==> src/rtl/tsp_pkg.sv <==
// Shared types, constants and format decode helpers of the timestamp text parser.
package tsp_pkg;

  // Format modes held in the configuration register
  localparam logic [1:0] MODE_FULL = 2'd0;
  localparam logic [1:0] MODE_HMS  = 2'd1;
  localparam logic [1:0] MODE_HM   = 2'd2;

  // Character counts of the three formats
  localparam logic [4:0] LEN_FULL = 5'd19;
  localparam logic [4:0] LEN_HMS  = 5'd8;
  localparam logic [4:0] LEN_HM   = 5'd5;

  // Field selected by a character position
  localparam logic [2:0] FLD_SEP  = 3'd0;
  localparam logic [2:0] FLD_YEAR = 3'd1;
  localparam logic [2:0] FLD_MON  = 3'd2;
  localparam logic [2:0] FLD_DAY  = 3'd3;
  localparam logic [2:0] FLD_HOUR = 3'd4;
  localparam logic [2:0] FLD_MIN  = 3'd5;
  localparam logic [2:0] FLD_SEC  = 3'd6;

  // ASCII codes used by the checks
  localparam logic [7:0] CH_NUL   = 8'h00;
  localparam logic [7:0] CH_ZERO  = 8'h30;
  localparam logic [7:0] CH_NINE  = 8'h39;
  localparam logic [7:0] CH_DASH  = 8'h2D;
  localparam logic [7:0] CH_SPACE = 8'h20;
  localparam logic [7:0] CH_COLON = 8'h3A;

  // Range limits
  localparam logic [6:0] MAX_HOUR = 7'd23;
  localparam logic [6:0] MAX_MIN  = 7'd59;
  localparam logic [6:0] MAX_SEC  = 7'd60;
  localparam logic [6:0] MAX_MON  = 7'd12;
  localparam logic [6:0] MAX_DAY  = 7'd31;

  // Output field widths
  localparam int unsigned DATE_W = 27;
  localparam int unsigned TIME_W = 18;

  // What one character position expects: a digit of a field, or a separator
  typedef struct packed {
    logic [2:0] fld;
    logic [7:0] sep;
  } slot_t;

  // Accumulated fields handed from the character stage to the result stage
  typedef struct packed {
    logic [1:0]  mode;
    logic [4:0]  pos;
    logic        err;
    logic [13:0] year;
    logic [6:0]  mon;
    logic [6:0]  day;
    logic [6:0]  hour;
    logic [6:0]  minute;
    logic [6:0]  sec;
  } fin_t;

  // Length of the format selected by a mode; the unused mode takes nothing
  function automatic logic [4:0] fmt_len(input logic [1:0] mode);
    logic [4:0] len;
    unique case (mode)
      MODE_FULL: len = LEN_FULL;
      MODE_HMS:  len = LEN_HMS;
      MODE_HM:   len = LEN_HM;
      default:   len = 5'd0;
    endcase
    return len;
  endfunction

  // Position decode of the three templates
  function automatic slot_t slot_of(input logic [1:0] mode, input logic [4:0] pos);
    slot_t s;
    s.fld = FLD_SEP;
    s.sep = CH_COLON;
    if (mode == MODE_FULL) begin
      case (pos) inside
        [5'd0:5'd3]:   s.fld = FLD_YEAR;
        5'd4, 5'd7:    s.sep = CH_DASH;
        5'd5, 5'd6:    s.fld = FLD_MON;
        5'd8, 5'd9:    s.fld = FLD_DAY;
        5'd10:         s.sep = CH_SPACE;
        5'd11, 5'd12:  s.fld = FLD_HOUR;
        5'd14, 5'd15:  s.fld = FLD_MIN;
        5'd17, 5'd18:  s.fld = FLD_SEC;
        default:       s.sep = CH_COLON;
      endcase
    end else begin
      case (pos) inside
        5'd0, 5'd1:    s.fld = FLD_HOUR;
        5'd3, 5'd4:    s.fld = FLD_MIN;
        5'd6, 5'd7:    s.fld = FLD_SEC;
        default:       s.sep = CH_COLON;
      endcase
    end
    return s;
  endfunction

  // Decimal accumulate of a two-digit field, wrapping to seven bits
  function automatic logic [6:0] acc7(input logic [6:0] acc, input logic [3:0] d);
    logic [10:0] sum;
    sum = 11'(acc) * 11'd10 + 11'(d);
    return sum[6:0];
  endfunction

endpackage

==> src/rtl/timestamp_text_parser_unit.sv <==
// Timestamp text parser: character checks, decimal fields and packed result.
// Throughput: one character beat per cycle, unless a final character meets a full result stage
// that cannot advance; the character stage, result stage and output register each hold one
// beat, so input keeps flowing while a result waits to be taken.
// Reset (rst_n low, synchronous): format_mode returns to full date-time, all field
// accumulators, the position counter and the error and NUL flags clear, pipeline empties.
module timestamp_text_parser_unit (
  input  logic        clk,
  input  logic        rst_n,
  // Configuration: format_mode
  input  logic        cfg_we,
  input  logic [1:0]  cfg_wdata,
  // Character input
  input  logic        in_tvalid,
  output logic        in_tready,
  input  logic [7:0]  in_tdata,   // [7:0] char_in
  input  logic        in_tlast,   // last_char
  // Result output
  output logic        out_tvalid,
  input  logic        out_tready,
  output logic [47:0] out_tdata   // [0] valid_res, [27:1] date_value, [45:28] time_value,
                                  // [47:46] zero
);

  // Configuration register
  logic [1:0] mode_r;

  always_ff @(posedge clk) begin
    if (!rst_n) begin
      mode_r <= tsp_pkg::MODE_FULL;
    end else if (cfg_we) begin
      mode_r <= cfg_wdata;
    end
  end

  // Input register
  logic       a_v_r;
  logic [7:0] a_char_r;
  logic       a_last_r;

  // Result stage and output register
  logic                       b_v_r;
  tsp_pkg::fin_t              b_r;
  logic                       out_v_r;
  logic                       res_ok_r;
  logic [tsp_pkg::DATE_W-1:0] res_date_r;
  logic [tsp_pkg::TIME_W-1:0] res_time_r;

  // Parse state
  logic [4:0]  pos_r,  pos_nxt;
  logic [13:0] year_r, year_nxt;
  logic [6:0]  mon_r,  mon_nxt;
  logic [6:0]  day_r,  day_nxt;
  logic [6:0]  hour_r, hour_nxt;
  logic [6:0]  min_r,  min_nxt;
  logic [6:0]  sec_r,  sec_nxt;
  logic        err_r,  err_nxt;
  logic        nul_r,  nul_nxt;

  // Handshake chain
  logic c_ready, b_ready, b_adv, a_take;

  assign c_ready   = !out_v_r || out_tready;
  assign b_adv     = b_v_r && c_ready;
  assign b_ready   = !b_v_r || c_ready;
  assign a_take    = a_v_r && (!a_last_r || b_ready);
  assign in_tready = !a_v_r || a_take;

  // Character check and field accumulate for the beat in the input register
  tsp_pkg::slot_t slot;
  logic [3:0]     digit;
  logic           is_digit;
  logic [13:0]    year_step;

  assign slot      = tsp_pkg::slot_of(mode_r, pos_r);
  assign digit     = a_char_r[3:0] - tsp_pkg::CH_ZERO[3:0];
  assign is_digit  = (a_char_r >= tsp_pkg::CH_ZERO) && (a_char_r <= tsp_pkg::CH_NINE);
  assign year_step = 14'(year_r * 14'd10) + 14'(digit);

  always_comb begin
    pos_nxt  = pos_r;
    year_nxt = year_r;
    mon_nxt  = mon_r;
    day_nxt  = day_r;
    hour_nxt = hour_r;
    min_nxt  = min_r;
    sec_nxt  = sec_r;
    err_nxt  = err_r;
    nul_nxt  = nul_r;
    if (!nul_r) begin
      if (a_char_r == tsp_pkg::CH_NUL) begin
        nul_nxt = 1'b1;
      end else if (pos_r < tsp_pkg::fmt_len(mode_r)) begin
        pos_nxt = pos_r + 5'd1;
        if (slot.fld == tsp_pkg::FLD_SEP) begin
          if (a_char_r != slot.sep) err_nxt = 1'b1;
        end else if (!is_digit) begin
          err_nxt = 1'b1;
        end else begin
          unique case (slot.fld)
            tsp_pkg::FLD_YEAR: year_nxt = year_step;
            tsp_pkg::FLD_MON:  mon_nxt  = tsp_pkg::acc7(mon_r, digit);
            tsp_pkg::FLD_DAY:  day_nxt  = tsp_pkg::acc7(day_r, digit);
            tsp_pkg::FLD_HOUR: hour_nxt = tsp_pkg::acc7(hour_r, digit);
            tsp_pkg::FLD_MIN:  min_nxt  = tsp_pkg::acc7(min_r, digit);
            default:           sec_nxt  = tsp_pkg::acc7(sec_r, digit);
          endcase
        end
      end
    end
  end

  // Input register load
  always_ff @(posedge clk) begin
    if (!rst_n) begin
      a_v_r <= 1'b0;
    end else if (in_tready) begin
      a_v_r <= in_tvalid;
    end
  end

  always_ff @(posedge clk) begin
    if (in_tready && in_tvalid) begin
      a_char_r <= in_tdata;
      a_last_r <= in_tlast;
    end
  end

  // Parse state update; the final character clears it for the next string
  always_ff @(posedge clk) begin
    if (!rst_n || (a_take && a_last_r)) begin
      pos_r  <= '0;
      year_r <= '0;
      mon_r  <= '0;
      day_r  <= '0;
      hour_r <= '0;
      min_r  <= '0;
      sec_r  <= '0;
      err_r  <= 1'b0;
      nul_r  <= 1'b0;
    end else if (a_take) begin
      pos_r  <= pos_nxt;
      year_r <= year_nxt;
      mon_r  <= mon_nxt;
      day_r  <= day_nxt;
      hour_r <= hour_nxt;
      min_r  <= min_nxt;
      sec_r  <= sec_nxt;
      err_r  <= err_nxt;
      nul_r  <= nul_nxt;
    end
  end

  // Result stage: captures the finished fields of a string
  always_ff @(posedge clk) begin
    if (!rst_n) begin
      b_v_r <= 1'b0;
    end else if (a_take && a_last_r) begin
      b_v_r <= 1'b1;
    end else if (b_adv) begin
      b_v_r <= 1'b0;
    end
  end

  always_ff @(posedge clk) begin
    if (a_take && a_last_r) begin
      b_r.mode   <= mode_r;
      b_r.pos    <= pos_nxt;
      b_r.err    <= err_nxt;
      b_r.year   <= year_nxt;
      b_r.mon    <= mon_nxt;
      b_r.day    <= day_nxt;
      b_r.hour   <= hour_nxt;
      b_r.minute <= min_nxt;
      b_r.sec    <= sec_nxt;
    end
  end

  // Range checks and decimal packing
  logic        ok;
  logic [27:0] date_w;
  logic [17:0] hms_w;
  logic [17:0] hm_w;

  always_comb begin
    ok = (b_r.mode != 2'd3) && !b_r.err && (b_r.pos == tsp_pkg::fmt_len(b_r.mode))
         && (b_r.hour <= tsp_pkg::MAX_HOUR) && (b_r.minute <= tsp_pkg::MAX_MIN);
    if (b_r.mode != tsp_pkg::MODE_HM && b_r.sec > tsp_pkg::MAX_SEC) ok = 1'b0;
    if (b_r.mode == tsp_pkg::MODE_FULL) begin
      if (b_r.mon == 7'd0 || b_r.mon > tsp_pkg::MAX_MON) ok = 1'b0;
      if (b_r.day == 7'd0 || b_r.day > tsp_pkg::MAX_DAY) ok = 1'b0;
    end
  end

  assign date_w = 28'(b_r.year) * 28'd10000 + 28'(b_r.mon) * 28'd100 + 28'(b_r.day);
  assign hms_w  = 18'(b_r.hour) * 18'd10000 + 18'(b_r.minute) * 18'd100 + 18'(b_r.sec);
  assign hm_w   = 18'(b_r.hour) * 18'd100 + 18'(b_r.minute);

  // Output register
  always_ff @(posedge clk) begin
    if (!rst_n) begin
      out_v_r <= 1'b0;
    end else if (c_ready) begin
      out_v_r <= b_v_r;
    end
  end

  always_ff @(posedge clk) begin
    if (b_adv) begin
      res_ok_r   <= ok;
      res_date_r <= (ok && b_r.mode == tsp_pkg::MODE_FULL) ? date_w[tsp_pkg::DATE_W-1:0] : '0;
      res_time_r <= !ok ? '0 : (b_r.mode == tsp_pkg::MODE_HM) ? hm_w : hms_w;
    end
  end

  assign out_tvalid = out_v_r;
  assign out_tdata  = {2'b00, res_time_r, res_date_r, res_ok_r};

endmodule

==> config.mk <==
export PLATFORM = sky130hd
export DESIGN_NAME = timestamp_text_parser_unit
export DESIGN_NICKNAME = d
export VERILOG_FILES = /design/src/rtl/tsp_pkg.sv /design/src/rtl/timestamp_text_parser_unit.sv
export SDC_FILE = /design/constraint.sdc
export NUM_CORES = 1
export LEC_CHECK = 0
export BUFFER_PORTS_ARGS = -buffer_cell sky130_fd_sc_hd__buf_2
export CAP_MARGIN = 20
export CORE_ASPECT_RATIO = 1.1
export CORE_MARGIN = 3
export CORE_UTILIZATION = 44
export CTS_BUF_LIST = sky130_fd_sc_hd__clkbuf_8
export DETAILED_ROUTE_END_ITERATION = 6
export HOLD_SLACK_MARGIN = 0.02
export MAX_ROUTING_LAYER = met4
export SYNTH_ARGS = -nofsm -noshare
export SYNTH_HDL_FRONTEND = slang
export SYNTH_SLANG_ARGS = --single-unit
export TNS_END_PERCENT = 1
==> constraint.sdc <==
create_clock -name clk -period 6.2 [get_ports clk]
set_input_delay 0.62 -clock clk [delete_from_list [all_inputs] [get_ports clk]]
set_output_delay 0.62 -clock clk [all_outputs]
set_load 0.03 [all_outputs]
---- Word level (Yosys, flattened, before mapping) ----
Index checks and enable logic that the tools add are counted.
W data, S select, Z words.
storage, ports and cells
  flip-flop bits (word level) ............. 173
  bits of input ports ..................... 16
  word-level logic and storage cells ...... 206
cells by class
  add/subtract/negate cells ............... 12
  $mul .................................... 11
  $lt $le $gt $ge ......................... 10
  equality and inequality tests ........... 28
  multiplexer cells ....................... 75
  reductions and logical operators ........ 43
operators by type and width
  operator                  count
  $mux W7                   30
  $mux W14                  6
  $mul A7 B5 Y12 const B    3
  $add A7 B4 Y7             5
  $eq A5 B4 Y1 const B      7
  $mul A7 B3 Y6 const B     5
  $mux W5                   7
  $mux W3                   11
  $pmux W5 S3               2
  $add A27 B14 Y27          1
  $add A27 B7 Y27           1
  $mux W8                   3
  $mul A14 B10 Y23 const B  1
  $eq A5 B3 Y1 const B      4
  $add A18 B14 Y18          1
  $add A18 B7 Y18           1
  $mux W18                  1
  $reduce_or A2 Y1          9
  $add A14 B7 Y15           1
  $add A14 B4 Y14           1
  $logic_not A7 Y1          2
  $mul A14 B3 Y13 const B   1
  $mul A7 B10 Y14 const B   1
  $mux W1                   14
  other kinds (32)          61

---- Logic depth before layout (Yosys ltp) ----
Gate-level depths: netlist of run 1.
  word-level depth ........................ 19
  depth in mapped cells ................... 23
  gate-level depth less buffers ........... 23

---- Least setup slack after synthesis of run 1 ----
No wires, ideal clock.
  kind .................................... register to register
  from .................................... register b_r[39] in the netlist's numbering
  to ...................................... register res_date_r[23] in the netlist's numbering, data pin
  library setup time ...................... 0.266 ns
  arrival time ............................ 4.932 ns
  data required time ...................... 5.934 ns
  setup slack ............................. 1.002 ns
  cell stages (with the launch flop) ...... 22
  period minus slack after synthesis ...... 5.198 ns
  path through ............................ edfxtp_1 -> inv_1 -> fa_1 -> inv_1 -> ha_1 -> inv_1 -> fa_1 -> inv_1 -> ha_1 -> inv_1 -> fa_1 -> inv_1 -> ha_1 -> or3_1 -> a211oi_1 -> nor2_1 -> xnor2_1 -> or3_1 -> nor3_1 -> o2111ai_1 -> xor2_1 -> nor2_1
between the ends
  cells in the longest elaborated chain, start to end .. 3
ends and longest elaborated chain
  what                  RTL line                           text
  from (decl)           timestamp_text_parser_unit.sv:43   tsp_pkg::fin_t b_r;
  $mul A14 B10 Y23      timestamp_text_parser_unit.sv:195  assign date_w = 28'(b_r.year) * 28'd10000 + 28'(b_r.mon) * 28'd100 + 28'(b_r.day);
  $add A27 B14 Y27      timestamp_text_parser_unit.sv:195
  $add A27 B7 Y27       timestamp_text_parser_unit.sv:195
  to (signal assigned)  timestamp_text_parser_unit.sv:211  res_date_r <= (ok && b_r.mode == tsp_pkg::MODE_FULL) ? date_w[tsp_pkg::DATE_W-1:0] : '0;
  to (decl)             timestamp_text_parser_unit.sv:46   logic [tsp_pkg::DATE_W-1:0] res_date_r;
No other way between the ends.
A chain may end at the register's enable or synchronous reset.

---- Final worst setup path of run 1 ----
Ends and elaborated chain as after synthesis.

==> impl_metrics.json, run 1 <==
{
  "ys_warn_count": 0,
  "seq_area_mm2": 0.00458,
  "fin_cells": 2213,
  "clockBufferDepth": 2,
  "vias_per_cell": 5.12,
  "finalSetupTns_ns": 0,
  "most-common-layout-cells": "ha_1 (291), inv_1 (236), nor2_1 (123)",
  "power.leakage_nw": 7.86,
  "layout_commonest_cell": "ha_1",
  "start_kind": "flip-flop",
  "ys_ff_latch": 173,
  "rsz0062_at_grt": "false",
  "nFillCells": 3332,
  "ant_nets": 0,
  "skew_ns": 0.0207,
  "grt_antenna_before_repair": 0,
  "gp_congestion": 0.860,
  "clkLatencyLatePin_ns": 0.49,
  "drtIter0Drc": 500,
  "fin_crit_sh": 0.909,
  "synth.distinct_cells": 77,
  "cts_root_buffer": "clkbuf_8",
  "dp_slack_ns": 0.556,
  "wl_met3_um": 649,
  "routed_wl_mm": 32.9,
  "antennaDiodeCount": 0,
  "vdd_drop_max_mv": 0.156,
  "seq_area_frac_synth": 0.285,
  "cts_resized": 0,
  "max_freq_mhz": 177,
  "fin_ws_ns": 0.565,
  "top_layer": "met4",
  "grt_pass1_vias": 11500,
  "h-tree-depth": 4,
  "drcViolationCount": 0,
  "finalSetupViolCount": 0,
  "die_w_um": 188,
  "multi_input_area_mm2": 0.0104,
  "wire_per_inst_um": 14.9,
  "synthCells": 1665,
  "fin_nets": 2090,
  "overflow": 0,
  "fin_crit_ns": 5.64,
  "core_mm2": 0.0356,
  "grt_max_degree": 58,
  "synth_area_mm2": 0.0161,
  "p_per_area_mw_per_mm2": 235,
  "place_inst": 2180,
  "slew_violations": 0,
  "start_util": 0.451,
  "area_growth_pct": 7.44,
  "cts_hold_buffers": 0,
  "r2r_cells": 21,
  "dp_hpwl_mm": 25.7,
  "clk_pin_slew_ns": 0.10,
  "worstSetupPathType": "reg -> reg",
  "drive_above_1_share": 0.0918,
  "finalHoldViolations": 0,
  "io_pins": 66,
  "avgSynthCellArea_um2": 9.65,
  "outcome": "finished clean",
  "drt-met1-wl_mm": 16.1,
  "cts_tree": "built",
  "cts_buffers": 17,
  "grt_pass1_wl_mm": 56.1,
  "slew_headroom": 0.328,
  "die_y_um": 206,
  "end_kind": "flip-flop",
  "critical_path_required_ns": 6.41,
  "synth-edff-count": 112,
  "clock_sinks": 173,
  "portBuffers": 63,
  "met2_length_mm": 15.6,
  "min-delay-path-class": "in -> reg",
  "cts_setup_buffers": 0,
  "tightestPinTransition_ns": 1.01,
  "synth_flop_cell": "edfxtp_1",
  "vias": 11300,
  "crit_arrival_ns": 5.84,
  "rows": 72,
  "final_util": 0.485,
  "gr-usage-all-layers": 0.182,
  "dr.pass1.iters": 4,
  "async_flop_share": 0,
  "hold_path_depth": 1,
  "critPathMaxFanout": 5,
  "p_total_mw": 4.06,
  "dieArea_mm2": 0.0388,
  "max_cap_violations": 0
}
[through the flow]
stage                     hold slack, ns  instance area (µm²)
after floorplan                    0.416                16100
after global placement             0.428                16900
after detailed placement           0.440                16900
after CTS                          0.269                17300
after global routing               0.277                17300
final                              0.311                17300
[power breakdown]
group	switching (mW)	total [mW]	internal, mW
Clock	0.459	0.746	0.288
Sequential	0.0332	1.28	1.25
Combinational	1.17	2.03	0.858
Total	1.67	4.06	2.39
[critical path: stages (launching register included)]
cell       delay [ns]
edfxtp_1         0.42
inv_1            0.13
fa_1             0.54
inv_1            0.04
ha_1             0.26
inv_1            0.05
fa_1             0.54
inv_1            0.04
ha_1             0.27
inv_1            0.05
fa_1             0.49
inv_1            0.04
ha_1             0.24
or3_1            0.39
a211oi_1         0.32
nor2_1           0.12
xnor2_1          0.18
or3_1            0.44
nor3_1           0.39
o2111ai_1        0.19
xor2_1           0.17
nor2_1           0.05
[cells in the mapped netlist (29+ instances only)]
master | count | share of area
inv_1 | 235 | 0.055
mux2_2 | 32 | 0.022
dfxtp_1 | 61 | 0.076
a21oi_1 | 88 | 0.027
nand2_1 | 88 | 0.021
nand3_1 | 43 | 0.013
xnor2_1 | 96 | 0.052
a21o_1 | 29 | 0.014
o21ai_0 | 58 | 0.018
edfxtp_1 | 112 | 0.21
ha_1 | 291 | 0.23
fa_1 | 64 | 0.080
xor2_1 | 45 | 0.025
nor2_1 | 123 | 0.029
[sequential cells by signal, indices dropped and copies added (netlist names)]
name,cells
out_tvalid,1
a_last_r,1
b_v_r,1
pos_r,5
mode_r,2
res_date_r,27
nul_r,1
hour_r,7
res_ok_r,1
res_time_r,18
b_r,57
mon_r,7
a_char_r,8
day_r,7
err_r,1
min_r,7
year_r,14
sec_r,7
a_v_r,1
[worst paths after layout]
kind	startpoint	to	slack (ns)
worst max-delay path	b_r[39]	res_date_r[23]	0.56
worst min-delay path	in_tdata[3]	a_char_r[3]	0.31
worst max register to register	b_r[39]	res_date_r[23]	0.56
worst min register to register	err_r	err_r	0.47
[layout make-up]
class / count / area share
clock inverter: 14 / 0.00558
inverter: 238 / 0.0518
sequential: 173 / 0.266
multi-input combinational: 1217 / 0.604
timing repair buffer: 72 / 0.0233
tap: 481 / 0.0349
clock buffer: 18 / 0.0144
[per-layer routing]
metal,track usage,vias to the layer above
met5,-,-
met4,0.0536,0
met3,0.0187,29
met2,0.308,120
met1,0.233,5328
li1,-,5850
[cells by family (layout without fill, tap and decap cells)]
logic type,after synthesis,in the layout,synth area share
adders and majority gates,355,355,0.306
DFF,173,173,0.285
xor gates and xnor gates,142,142,0.0783
muxes,46,46,0.0312
other,1,2,0.000233
AOI/OAI and AO/OA,291,291,0.117
and+or+nand+nor,381,381,0.115
buffers and inverters,276,342,0.0666
Power figures use the tool's default switching activity.
==> run 2, diff against run 1 <==
PLACE_DENSITY_LB_ADDON = 0.08   (was unset)
SKIP_LAST_GASP = 1   (was unset)
==> run 2 against run 1 <==
  * First-iteration DRC count down 19%
  * Hold slack worse by 0.031 ns
  * Sequential cell count unchanged
  * Combinational power about the same
  * Clock power up 9.8%
  * Final area up 0.15%
  * Setup slack better by 0.0033 ns
  * Largest cell class unchanged
  * Register-to-register slack about the same
==> impl_metrics.json, run 2 (synthesized netlist as in run 1, its figures left out) <==
{
  "grt_pass1_vias": 11500,
  "start_kind": "flip-flop",
  "routed_wl_mm": 33.3,
  "layout_commonest_cell": "ha_1",
  "die_y_um": 206,
  "netSwitchingFraction": 0.408,
  "slew_headroom": 0.344,
  "finalSetupTns_ns": 0,
  "crit_start": "b_r[39]",
  "whs_ns": 0.280,
  "grt_antenna_before_repair": 0,
  "largest_reg_flops": 57,
  "rows": 72,
  "pwr-share-clk": 0.199,
  "clock_sinks": 173,
  "tightestPinTransition_ns": 0.983,
  "p_seq_frac": 0.311,
  "max_cap_violations": 0,
  "power.leakage_nw": 7.87,
  "p_int_mw": 2.43,
  "max_freq_mhz": 178,
  "drcViolationCount": 0,
  "gp_congestion": 0.865,
  "cts_resized": 0,
  "overflow": 0,
  "dp_hpwl_mm": 26.0,
  "crit_arrival_ns": 5.86,
  "die_w_um": 188,
  "area_growth_pct": 7.60,
  "cts_buffers": 17,
  "cts_tree": "built",
  "p_per_area_mw_per_mm2": 238,
  "ant_nets": 0,
  "p_total_mw": 4.11,
  "finalHoldViolations": 0,
  "p_switching_mw": 1.68,
  "io_pins": 66,
  "fin_nets": 2090,
  "cts_root_buffer": "clkbuf_8",
  "antennaDiodeCount": 0,
  "skew_ns": 0.0165,
  "cts_hold_buffers": 0,
  "r2r-start": "b_r[39]",
  "min-delay-path-class": "in -> reg",
  "outcome": "finished clean",
  "dr.pass1.iters": 5,
  "start_util": 0.451,
  "wire_per_inst_um": 15.0,
  "most-common-layout-cells": "ha_1 (291), inv_1 (234), nor2_1 (123)",
  "drtIter0Drc": 406,
  "critPathMaxFanout": 5,
  "core_mm2": 0.0356,
  "top_layer": "met4",
  "cpPeakStageDelay_ns": 0.55,
  "met2_length_mm": 15.2,
  "vias_per_cell": 5.09,
  "largestRegisters": "b_r (57), res_date_r (27), res_time_r (18)",
  "dieArea_mm2": 0.0388,
  "fin_crit_ns": 5.63,
  "crit_slowest_cell": "fa_1",
  "grt_max_degree": 58,
  "finalSetupViolCount": 0,
  "min-delay-start": "in_tdata[2]",
  "worstSetupPathType": "reg -> reg",
  "path_common_cell": "inv_1",
  "rsz0062_at_grt": "false",
  "critical_path_required_ns": 6.43,
  "clk_pin_slew_ns": 0.10,
  "grt_pass1_wl_mm": 57.3,
  "clockBufferDepth": 2,
  "gr-usage-all-layers": 0.188,
  "slew_violations": 0,
  "vias": 11300,
  "h-tree-depth": 4,
  "final_util": 0.486,
  "vdd_drop_max_mv": 0.151,
  "drive_above_1_share": 0.0930,
  "drt-met1-wl_mm": 16.4,
  "combPwrFrac": 0.490,
  "fin_crit_sh": 0.908,
  "path_cells": "inv_1 > fa_1 > inv_1 > ha_1 > inv_1 > fa_1 > inv_1 > ha_1 > inv_1 > fa_1 > inv_1 > ha_1 > or3_1 > a211oi_1 > nor2_1 > xnor2_1 > or3_1 > nor3_1 > o2111ai_1 > xor2_1 > nor2_1",
  "wl_met3_um": 896,
  "portBuffers": 63,
  "clkLatencyLatePin_ns": 0.52,
  "regMostFlops": "b_r",
  "end_kind": "flip-flop",
  "cts_setup_buffers": 0
}
[run 2: cell count changes in the layout (fill, tap and decap cells not counted), moves of 2 or more]
cell / delta
inv_6: +2
clkinv_2: -2
clkinv_4: +2
clkinvlp_4: -2
inv_1: -2
[run 2: area by class of cell]
class / count / area (µm²)
inverters: 238 / 893
flip-flops and latches: 173 / 4580
well taps: 481 / 602
clock inverters: 15 / 156
multi-input cells: 1217 / 10400
clock buffers: 17 / 234
repair buffers: 72 / 383
fillers: 3337 / 18300
[run 2: through the flow]
step | instances | worst slack [ns] | cell area [µm²]
floorplan | 1666 | 1.00 | 16100
global placement | 2181 | 0.668 | 16900
global route | 2213 | 0.220 | 17300
detailed placement | 2181 | 0.585 | 16900
CTS | 2213 | 0.579 | 17300
finish | 2213 | 0.568 | 17300
[run 2: path summary, 6_finish.rpt]
kind                                        to  slack [ns]  depth (start not counted)
worst max-delay path            res_date_r[23]        0.57                         21
worst min-delay path               a_char_r[2]        0.28                          1
worst max register to register  res_date_r[23]        0.57                         21
worst min register to register           err_r        0.45                          2
[run 2: metal layers]
metal	track usage	up-vias
met4	0.0635	0
met5	-	-
met1	0.246	5222
met3	0.0239	37
met2	0.304	149
li1	-	5851
[run 2: critical path: cells and delay by family, from the launching register on]
family	cells	cell delay, ns
buf+inv	6	0.35
flops	1	0.43
simple gates	5	1.39
compound gates	2	0.50
xor+xnor	2	0.34
fa+ha+maj	6	2.34
[run 2: power groups by stage]
stage | Combinational [mW] | Clock, mW | Sequential, mW
after floorplan | 1.61 | 0 | 1.31
after global placement | 2.02 | 0 | 1.31
after detailed placement | 2.02 | 0 | 1.31
after CTS | 2.04 | 0.862 | 1.28
after global routing | 2.32 | 0.907 | 1.29
final | 2.01 | 0.819 | 1.28
==> run 3, diff against run 2 <==
ABC_AREA = 1   (was unset)
==> run 3 against run 2 <==
  * Wire length increased by 17%
  * Combinational power decreased by 35%
  * Sequential power about the same
  * Final area increased by 6.2%
  * Via count increased by 20%
  * Die area increased by 6.2%
  * Hold slack got worse by 0.0025 ns
  * Critical path depth increased by 2
  * Largest power group is now sequential cells
  * Highest routed layer unchanged
  * Sequential share of layout area decreased by 1.6 points
  * Clock skew increased by 0.0054 ns
  * Count of clock-buffer cells in the layout unchanged
  * Clock power increased by 2.9%
==> impl_metrics.json, run 3 <==
{
  "ant_nets": 0,
  "synthCells": 2173,
  "rows": 75,
  "outcome": "finished clean",
  "drive_above_1_share": 0.0618,
  "start_util": 0.446,
  "grt_pass1_wl_mm": 65.7,
  "critical_path_required_ns": 6.47,
  "rrSetupSlack_ns": 0.84,
  "routed_wl_mm": 39.1,
  "synth_flop_cell": "edfxtp_1",
  "slew_violations": 0,
  "combPwrFrac": 0.376,
  "grt_antenna_before_repair": 0,
  "synth.distinct_cells": 51,
  "tightestPinTransition_ns": 0.959,
  "grt_max_degree": 87,
  "vdd_drop_max_mv": 0.188,
  "synth_common_cells": "nand2_1 (449), inv_1 (425), ha_1 (291), nor2_1 (185), nand3_1 (117)",
  "critPathMaxFanout": 5,
  "max_freq_mhz": 187,
  "nFillCells": 3794,
  "start_kind": "flip-flop",
  "power.leakage_nw": 9.76,
  "dr.pass1.iters": 5,
  "skew_ns": 0.0220,
  "vias": 13600,
  "finalSetupViolCount": 0,
  "synth.top_cell.area_share": 0.213,
  "p_per_area_mw_per_mm2": 188,
  "p_switching_mw": 1.35,
  "clkLatencyLatePin_ns": 0.52,
  "wire_per_inst_um": 14.2,
  "fin_nets": 2607,
  "finalHoldViolations": 0,
  "grt_pass1_vias": 13200,
  "cts_setup_buffers": 0,
  "drtIter0Drc": 637,
  "synth-edff-count": 112,
  "synth_area_mm2": 0.0171,
  "pwr-share-clk": 0.244,
  "most-common-layout-cells": "nand2_1 (449), inv_1 (424), ha_1 (291)",
  "cts_root_buffer": "clkbuf_8",
  "clk_pin_slew_ns": 0.10,
  "place_inst": 2717,
  "cts_resized": 0,
  "fin_crit_ns": 5.36,
  "h-tree-depth": 4,
  "p_seq_frac": 0.380,
  "layout_commonest_cell": "nand2_1",
  "die_y_um": 213,
  "overflow": 0,
  "dieArea_mm2": 0.0412,
  "slew_headroom": 0.358,
  "avgSynthCellArea_um2": 7.87,
  "async_flop_share": 0,
  "cpPeakStageDelay_ns": 0.52,
  "finalSetupTns_ns": 0,
  "cts_hold_buffers": 0,
  "worstSetupPathType": "reg -> reg",
  "synth_area_leader_cell": "ha_1",
  "core_mm2": 0.0383,
  "fin_cells": 2749,
  "end_kind": "flip-flop",
  "gr-usage-all-layers": 0.202,
  "crit_slowest_cell": "fa_1",
  "crit_arrival_ns": 5.63,
  "vias_per_cell": 4.93,
  "synth.most_common_cell": "nand2_1",
  "fin_crit_sh": 0.864,
  "netSwitchingFraction": 0.391,
  "largest_reg_flops": 57,
  "area_growth_pct": 7.43,
  "cts_tree": "built",
  "largestRegisters": "b_r (57), res_date_r (27), res_time_r (18)",
  "antennaDiodeCount": 0,
  "io_pins": 66,
  "gp_congestion": 0.916,
  "regMostFlops": "b_r",
  "portBuffers": 63,
  "path_cells": "inv_1 > fa_1 > inv_1 > ha_1 > ha_1 > fa_1 > ha_1 > or2_2 > and2_1 > xor2_1 > ha_1 > ha_1 > nand2_1 > nor2_1 > nand3_1 > nand3_1 > nand3_1 > nand2_1 > nand3_1 > nor2_1 > nand4_1 > nor2_1 > nor2_1",
  "max_cap_violations": 0,
  "drcViolationCount": 0,
  "path_common_cell": "ha_1",
  "die_w_um": 194,
  "synthTopCellsByArea": "ha_1 (21%), edfxtp_1 (20%), nand2_1 (9.9%)",
  "dp_hpwl_mm": 31.4,
  "rsz0062_at_grt": "false",
  "ys_ff_latch": 173,
  "p_int_mw": 2.11,
  "min-delay-path-class": "in -> reg",
  "ys_warn_count": 0,
  "seq_area_frac_synth": 0.268,
  "cts_buffers": 17,
  "clock_sinks": 173,
  "clockBufferDepth": 2
}
-- run 3: cell types whose count changed after synthesis, sizes merged, moves of 26 or more --
| cell | before | now |
|---|---|---|
| mux2 | 32 | 0 |
| nand2 | 88 | 455 |
| nor2 | 125 | 193 |
| nand3 | 44 | 122 |
| inv | 238 | 431 |
| a21oi | 88 | 115 |
| xnor2 | 96 | 41 |
| nand4 | 8 | 34 |
-- run 3: cell families after synthesis --
group / after synthesis / share of synthesized area
flops: 173 / 0.268
other cells: 1 / 0.000219
simple gates: 838 / 0.211
xor+xnor: 100 / 0.0512
fa+ha+maj: 355 / 0.288
compound gates: 248 / 0.0797
buf+inv: 458 / 0.102
-- run 3: path summary, 6_finish.rpt --
check,from,endpoint,cells past startpoint
max,b_r[38],res_date_r[26],23
min,in_tdata[0],a_char_r[0],1
max reg2reg,b_r[38],res_date_r[26],23
min reg2reg,err_r,err_r,2
-- run 3: per-layer routing --
metal,vias up,routed length (µm),global-route usage
met1,6215,19400,0.261
met3,38,1010,0.0259
met5,-,0,-
met4,0,790,0.0587
li1,7118,-,-
met2,190,17900,0.335
-- run 3: cell type report --
cell class / count / area, µm² / share of cell area
multi-input cells: 1543 / 10800 / 0.587
flip-flops and latches: 173 / 4580 / 0.250
inverters: 433 / 1630 / 0.0885
well taps: 500 / 626 / 0.0341
repair buffers: 68 / 353 / 0.0192
clock buffers: 17 / 234 / 0.0127
clock inverters: 15 / 163 / 0.00886
-- run 3: worst max-delay path: cells and delay by family, from the launching register on --
kind | cells | cell delay [ns]
DFF | 1 | 0.41
adders and majority gates | 7 | 2.59
buffers and inverters | 2 | 0.17
and+or+nand+nor | 13 | 1.83
xor gates and xnor gates | 1 | 0.15
-- run 3: stage by stage --
stage / hold slack [ns] / area, µm² / utilization / power, mW / setup slack, ns
final: 0.278 / 18400 / 0.480 / 3.46 / 0.840
after global routing: 0.243 / 18400 / 0.480 / 3.75 / 0.458
after CTS: 0.230 / 18400 / 0.480 / 3.50 / 0.804
after detailed placement: 0.463 / 18000 / 0.469 / 2.64 / 0.827
after global placement: 0.456 / 18000 / 0.469 / 2.63 / 0.893
after floorplan: 0.445 / 17100 / - / 2.35 / 1.27
-- run 3: power by group through the flow --
stage          Sequential [mW]  Combinational [mW]  Clock [mW]
2_1_floorplan             1.33                1.02           0
3_3_place_gp              1.34                1.29           0
3_5_place_dp              1.34                1.30           0
4_1_cts                   1.31                1.31       0.876
5_1_grt                   1.32                1.51       0.920
6_report                  1.31                1.30       0.843
